### src/rtl/pairwise_mean_variance_merge_top_defines.svh
// Assertion macros shared by the merge block.
`ifndef PAIRWISE_MEAN_VARIANCE_MERGE_TOP_DEFINES_SVH
`define PAIRWISE_MEAN_VARIANCE_MERGE_TOP_DEFINES_SVH

// Clocked property, off while reset is asserted
`define PMVM_ASSERT(lbl, prop, msg) \
    lbl: assert property (@(posedge i_clk) disable iff (!i_rst_n) prop) else $error(msg);

// Same-cycle implication
`define PMVM_ASSERT_IMPL(lbl, cond, conseq, msg) \
    `PMVM_ASSERT(lbl, (cond) |-> (conseq), msg)

`endif

### src/rtl/pmvm_pkg.sv
package pmvm_pkg;

    localparam int MEAN_FRAC_BITS = 16;
    localparam int N_W            = 33;   // count_a + count_b
    localparam int DIV_STEPS      = 64;   // quotient bits of the censum term
    localparam int MEAN_STEPS     = 32;   // quotient bits of the mean term
    localparam int XH_W           = 64 - MEAN_FRAC_BITS;
    localparam int CFG_IDX_W      = 1;
    localparam int CFG_DATA_W     = 32;

    localparam logic [CFG_IDX_W-1:0] REG_COUNT_A = 1'b0;
    localparam logic [CFG_IDX_W-1:0] REG_COUNT_B = 1'b1;

    typedef struct packed {
        logic signed [31:0] mean_a;
        logic signed [31:0] mean_b;
        logic [63:0]        censum_a;
        logic [63:0]        censum_b;
        logic               last_point;
    } t_in_beat;

    typedef struct packed {
        logic signed [31:0] merged_mean;
        logic [63:0]        merged_censum;
        logic               both_empty;
        logic               saturated;
        logic               last_out;
    } t_out_beat;

    // Data that rides along the divider
    typedef struct packed {
        logic signed [31:0] mean_a;
        logic               neg;
        logic [63:0]        censum_a;
        logic [64:0]        censum_sum;
        logic               last;
        logic               empty;
        logic               sat_q;
    } t_side;

    // Partial remainders and dividend/quotient words of both divisions
    typedef struct packed {
        logic [N_W-1:0] rem_c;
        logic [63:0]    w_c;
        logic [N_W-1:0] rem_m;
        logic [31:0]    w_m;
    } t_div;

endpackage

### src/rtl/pmvm_out_if.sv
interface pmvm_out_if;
    import pmvm_pkg::*;
    logic      valid;
    logic      ready;
    t_out_beat data;
    modport source (output valid, output data, input ready);
    modport sink   (input valid, input data, output ready);
endinterface

### src/rtl/pmvm_back.sv
`include "pairwise_mean_variance_merge_top_defines.svh"

module pmvm_back (
    input  logic             i_clk,
    input  logic             i_rst_n,
    input  logic             i_v,
    input  pmvm_pkg::t_side  i_side,
    input  logic [63:0]      i_q_c,
    input  logic [31:0]      i_q_m,
    output logic             o_rdy,
    pmvm_out_if.source       o_out
);
    import pmvm_pkg::*;

    logic               r_valid;
    t_out_beat          r_out;
    logic               en;
    logic signed [32:0] mean_ext, mean33;
    logic [64:0]        sum2;
    logic               sat;
    t_out_beat          n_out;

    assign en    = !r_valid || o_out.ready;
    assign o_rdy = en;

    // Mean correction and saturating censum sum
    always_comb begin
        mean_ext = {i_side.mean_a[31], i_side.mean_a};
        mean33   = i_side.neg ? mean_ext - $signed({1'b0, i_q_m})
                              : mean_ext + $signed({1'b0, i_q_m});
        sum2     = {1'b0, i_side.censum_sum[63:0]} + {1'b0, i_q_c};
        sat      = i_side.censum_sum[64] || i_side.sat_q || sum2[64];
        n_out.last_out = i_side.last;
        if (i_side.empty) begin
            n_out.merged_mean   = i_side.mean_a;
            n_out.merged_censum = i_side.censum_a;
            n_out.both_empty    = 1'b1;
            n_out.saturated     = 1'b0;
        end else begin
            n_out.merged_mean   = mean33[31:0];
            n_out.merged_censum = sat ? '1 : sum2[63:0];
            n_out.both_empty    = 1'b0;
            n_out.saturated     = sat;
        end
    end

    always_ff @(posedge i_clk) begin
        if (!i_rst_n) begin
            r_valid <= 1'b0;
        end else if (en) begin
            r_valid <= i_v;
        end
    end

    always_ff @(posedge i_clk) begin
        if (en) begin
            r_out <= n_out;
        end
    end

    assign o_out.valid = r_valid;
    assign o_out.data  = r_out;

    `PMVM_ASSERT_IMPL(a_empty_no_sat, r_valid && r_out.both_empty, !r_out.saturated, "empty merge flagged saturated")
    `PMVM_ASSERT_IMPL(a_sat_all_ones, r_valid && r_out.saturated, r_out.merged_censum == '1, "saturated censum not clipped")
    `PMVM_ASSERT_IMPL(a_valid_from_div, r_valid && !$past(r_valid), $past(i_v), "result appeared without a divider beat")

endmodule

### src/flat_wrapper.sv
// flat-port wrapper written by rule: the top's interface ports become plain ports
module pmvm_back_flat import pmvm_pkg::*;
  (i_clk, i_rst_n, i_v, i_side, i_q_c, i_q_m, o_rdy, o_out_valid, o_out_data, o_out_ready);
  pmvm_out_if o_out_i ();
  input  logic i_clk;
  input  logic i_rst_n;
  input  logic i_v;
  input  pmvm_pkg::t_side i_side;
  input  logic [63:0] i_q_c;
  input  logic [31:0] i_q_m;
  output logic o_rdy;
  output wire logic [$bits(o_out_i.valid)-1:0] o_out_valid;
  output wire logic [$bits(o_out_i.data)-1:0] o_out_data;
  input wire logic [$bits(o_out_i.ready)-1:0] o_out_ready;
  assign o_out_valid = o_out_i.valid;
  assign o_out_data = o_out_i.data;
  assign o_out_i.ready = o_out_ready;
  pmvm_back u_core (.i_clk(i_clk), .i_rst_n(i_rst_n), .i_v(i_v), .i_side(i_side), .i_q_c(i_q_c), .i_q_m(i_q_m), .o_rdy(o_rdy), .o_out(o_out_i));
endmodule
### config.mk
export PLATFORM = sky130hd
export DESIGN_NAME = pmvm_back_flat
export DESIGN_NICKNAME = d
export VERILOG_FILES = /design/src/rtl/pmvm_pkg.sv /design/src/rtl/pmvm_out_if.sv /design/src/rtl/pmvm_back.sv /design/src/flat_wrapper.sv
export VERILOG_INCLUDE_DIRS = /design/src /design/src/rtl
export SDC_FILE = /design/constraint.sdc
export NUM_CORES = 1
export LEC_CHECK = 0
export BUFFER_PORTS_ARGS = -buffer_cell sky130_fd_sc_hd__clkbuf_2
export CAP_MARGIN = 25
export CORE_MARGIN = 5
export CORE_UTILIZATION = 52
export CTS_BUF_LIST = sky130_fd_sc_hd__clkbuf_8
export DETAILED_ROUTE_END_ITERATION = 10
export GPL_TIMING_DRIVEN = 0
export PLACE_DENSITY = 0.9
export SYNTH_ARGS = -nofsm -noshare
export SYNTH_HDL_FRONTEND = slang
export SYNTH_SLANG_ARGS = --single-unit
### constraint.sdc
create_clock -name i_clk -period 15.3 [get_ports i_clk]
set_clock_uncertainty 0.15 [all_clocks]
set_input_delay 3.06 -clock i_clk [delete_from_list [all_inputs] [get_ports i_clk]]
set_output_delay 3.06 -clock i_clk [all_outputs]
set_load 0.03 [all_outputs]
# ---- Yosys cells after proc, flatten, opt, wreduce, memory -nomap -nowiden
# Index checks and enable logic that the tools add are counted.
dict set report word_totals {
  wordCells 16
  out_inout_bits 101
  inputBits 265
  reg_bits 100
}
dict set report classes {
  muxes 3
  n_reduce_logical 4
  add_sub_neg 3
}
# cell count
set ops {}
lappend ops {{2-to-1 mux 98 bit} 1}
lappend ops {{adder 64 x 64 -> 65 bit} 1}
lappend ops {{2-to-1 mux 64 bit} 1}
lappend ops {{adder 32 bit} 1}
lappend ops {{2-to-1 mux 32 bit} 1}
lappend ops {{subtractor 32 bit} 1}
lappend ops {{logical OR 1 bit} 3}
lappend ops {{logical NOT 1 bit} 1}

# ---- Longest topological paths before layout
dict set report depth {
  depth_word 4
  mapped_depth 20
  ltp_nobuf 19
}

# ---- Worst setup path before layout
# Ideal clock, no wire load.
dict set report synth_path {
  kind {input port to output port}
  from {input port o_out_ready}
  to {output port o_rdy}
  arrival_ps 5684
  path_stages 1
  path_slack_ps 6406
  path_buffers 0
  t_required_ps 12090
  cell_sequence {nand2b_1}
}
dict set report synth_via {
  elab_chain_cells 1
}
# element line
set synth_lines {}
lappend synth_lines {{start: declaration} flat_wrapper.sv:14} ;# input wire logic [$bits(o_out_i.ready)-1:0] o_out_ready;
lappend synth_lines {{logical OR 1 bit} pmvm_back.sv:23} ;# assign en = !r_valid || o_out.ready;
lappend synth_lines {{end: declaration} flat_wrapper.sv:11} ;# output logic o_rdy;
# No other way between the ends.

==> reports/qor.txt <==
status -> finished, final reports clean
hold-fix buffer count after cts -> 0
Initial DRT Pass Iterations -> 6
register area share after synthesis -> 28.9%
P&R area growth vs syn -> 23.2%
share of the synthesized area in the top cell type -> 28.7%
initial antenna violation count -> 0
required time worst endpoint -> 15.27 ns
clk_lat worst skew -> 0.39 ns
largest net degree at the start of global routing -> 57
CTS Buf Count -> 9
fmax -> 0.137 GHz
critical path startpoint category -> input port
Post-Syn Area -> 0.0104 mm²
CP cell instances -> clkbuf_2 -> or4_1 -> nor4_2 -> and3_1 -> nand2_1 -> nor3b_2 -> nor2_1 -> xnor2_1 -> ha_1 -> a21o_1 -> a21o_1 -> a21o_1 -> a21o_1 -> a21o_1 -> a21o_1 -> a21o_1 -> a41oi_1 -> xor2_1 -> o21ai_0
family with the most delay on the worst path -> simple AND/OR/NAND/NOR gates
Starting Density -> 53.1%
Syn Inst Count -> 1232
routability cong. -> 0.944
post-route minimum period -> 7.29 ns
Synth Net Count -> 1595
post-CTS setup buffer count -> 0
first-pass GRT wire length -> 54200 µm
Cell variety after synth -> 73
Worst Path Buf+Inv -> 1
Clk network pwr share -> 18.5%
crit path DAT -> 7.26 ns
crit-path max cell delay -> 0.58 ns
number of global-route vias before repair -> 10874
Final ANT Viol Nets -> 0
Synth warnings -> 0
cell depth of the worst hold path -> 1
combinational share of power -> 47.5%
Max FO, Critical Path -> 7
routed length per instance -> 18.8 µm
routed vias -> 11149
FF-to-FF Start -> u_core.o_out.valid$_SDFFE_PN0P_
Setup violations, final -> 0
RSZ-0062 raised after global routing -> false
Initial DRC Count -> 855
R2R Setup Slk -> 13.53 ns
Slowest-stage cell, CP -> or4_1
dominant cell type by area after synthesis -> edfxtp_1
largest cells by area after synthesis -> edfxtp_1 (29%), ha_1 (12%), a21oi_1 (7.4%)
Hold Path Class -> reg2reg
P_int -> 601 µW
Routed Wire Length -> 35400 µm
CP dominant cell by count -> a21o_1
Via density -> 5.93
ant diodes -> 0
I/O pins -> 366
Num Clock Sinks -> 100
num rows -> 51
Reg clk slew, reported paths -> 0.12 ns
Resized Gates After CTS -> 0
Synth top cells by count -> a21oi_1 (153), edfxtp_1 (99), ha_1 (96), nand2_1 (96), o21ai_0 (82)
Flop pwr share -> 34.0%
Worst Setup Slack post-DPL -> 7.68 ns
Worst VDD drop -> 0.0000463 V
GRT Total Usage -> 29.7%
final critical-path setup slack -> 8.01 ns
H-tree depth -> 3
Port Buf Inserts -> 365
worst hold start -> u_core.o_out.valid$_SDFFE_PN0P_
CTS tree -> built
clk buf depth -> 2
Tightest Pin Transition -> 0.817 ns
async set-or-reset flop fraction in the synthesized netlist -> 0%
Mean Syn Cell Area -> 8.41 µm²
Die Wd -> 151 µm
static leakage -> 5.90 nW
Seq cells post-synth -> 100
hold worst-path end -> u_core.o_out.data[62]$_DFFE_PP_
crit end category -> flop
reg2reg path depth -> 2
R2R Path End -> u_core.o_out.data[24]$_DFFE_PP_
Pwr per Cell Area -> 80.3 mW/mm²
Final HPWL DP -> 29100 µm
core area -> 0.0195 mm²
count leader, synth -> a21oi_1
CP Class -> in2reg
Die Y -> 151 µm
Root Buffer -> clkbuf_8
Net Switching -> 424 µW
max-slew violations -> 0
full die area -> 0.0229 mm²
DRC violations left -> 0
Main synth FF type -> edfxtp_1
Fin. Hold Viols -> 0
switch share -> 41.4%
EDFF count, synth -> 99
fin crit share -> 47.7%
nets@finish -> 1972
crit path launch -> i_q_m[6]
Max-Cap Viols -> 0
GRT overflow -> 0
share of cells above drive strength 1 -> 27.4%
total negative setup slack -> 0 ns
Slew headroom -> 45.5%
final cells by class:
| class | instances | area, µm² |
|---|---|---|
| tap | 265 | 332 |
| clock buffer | 9 | 124 |
| clock inverter | 7 | 82.6 |
| sequential | 100 | 2990 |
| buffer | 59 | 259 |
| fill | 1627 | 6760 |
| inverter | 72 | 270 |
| multi-input combinational | 1001 | 6850 |
| timing repair buffer | 366 | 1850 |
worst max-delay path by stage:
stage	to	slack, ns	cells past startpoint
floorplan	o_rdy	6.41	1
global placement	o_rdy	4.82	3
detailed placement	u_core.o_out.data[98]$_DFFE_PP_	7.68	19
CTS	o_rdy	8.02	3
global route	u_core.o_out.data[97]$_DFFE_PP_	7.67	19
finish	u_core.o_out.data[97]$_DFFE_PP_	8.01	19
cells by family after synthesis:
kind of cell    count (synthesis)  synth area share, %
mux                             3                0.302
fa+ha+maj                      98                 12.0
compound gates                437                 27.4
flops                         100                 28.9
simple gates                  346                 16.5
buf+inv                       131                 5.11
xor+xnor                      117                 9.89
worst register-to-register path, cell delays in order (launching register included):
cell and delay [ns]:
dfxtp_1 0.35, nand2b_4 0.53, buf_16 0.35
routing by layer:
metal,global-route usage (%),up-vias,routed length (µm)
met4,13.6,0,1480
met1,37.6,5089,14000
li1,-,5298,-
met2,49.6,650,16800
met5,0,-,0
met3,5.03,112,3100
sequential cells by signal, indices dropped and copies added (netlist names):
signal              count
u_core.o_out.data      99
u_core.o_out.valid      1
metrics by stage:
step	instance area, µm²	std cells	total power, mW	utilization, %	hold slack [ns]
after floorplan	10400	1232	0.690	-	2.89
after global placement	12500	1862	0.825	64.1	3.09
after detailed placement	12600	1863	0.833	64.3	0.971
after CTS	12800	1879	1.02	65.4	0.988
after global routing	12800	1879	1.09	65.4	1.00
final	12800	1879	1.03	65.4	0.963
layout by cell type (no fill, tap or decap), types with 40 or more instances in the layout:
| master | n |
|---|---|
| clkbuf_2 | 369 |
| a21oi_1 | 153 |
| edfxtp_1 | 99 |
| nand2_1 | 96 |
| ha_1 | 96 |
| o21ai_0 | 82 |
| nor2_1 | 78 |
| xnor2_1 | 77 |
| inv_1 | 72 |
| a21o_1 | 55 |
| nor3_1 | 48 |
| clkbuf_1 | 44 |
| xor2_1 | 40 |
power by group through the flow:
stage / Sequential, mW / Combinational (mW) / Clock (mW)
after floorplan: 0.418 / 0.272 / 0
after global placement: 0.356 / 0.469 / 0
final: 0.349 / 0.487 / 0.189
after CTS: 0.349 / 0.481 / 0.194
after detailed placement: 0.355 / 0.478 / 0
after global routing: 0.351 / 0.529 / 0.206
Note: power is estimated with default switching activity, not from simulation.
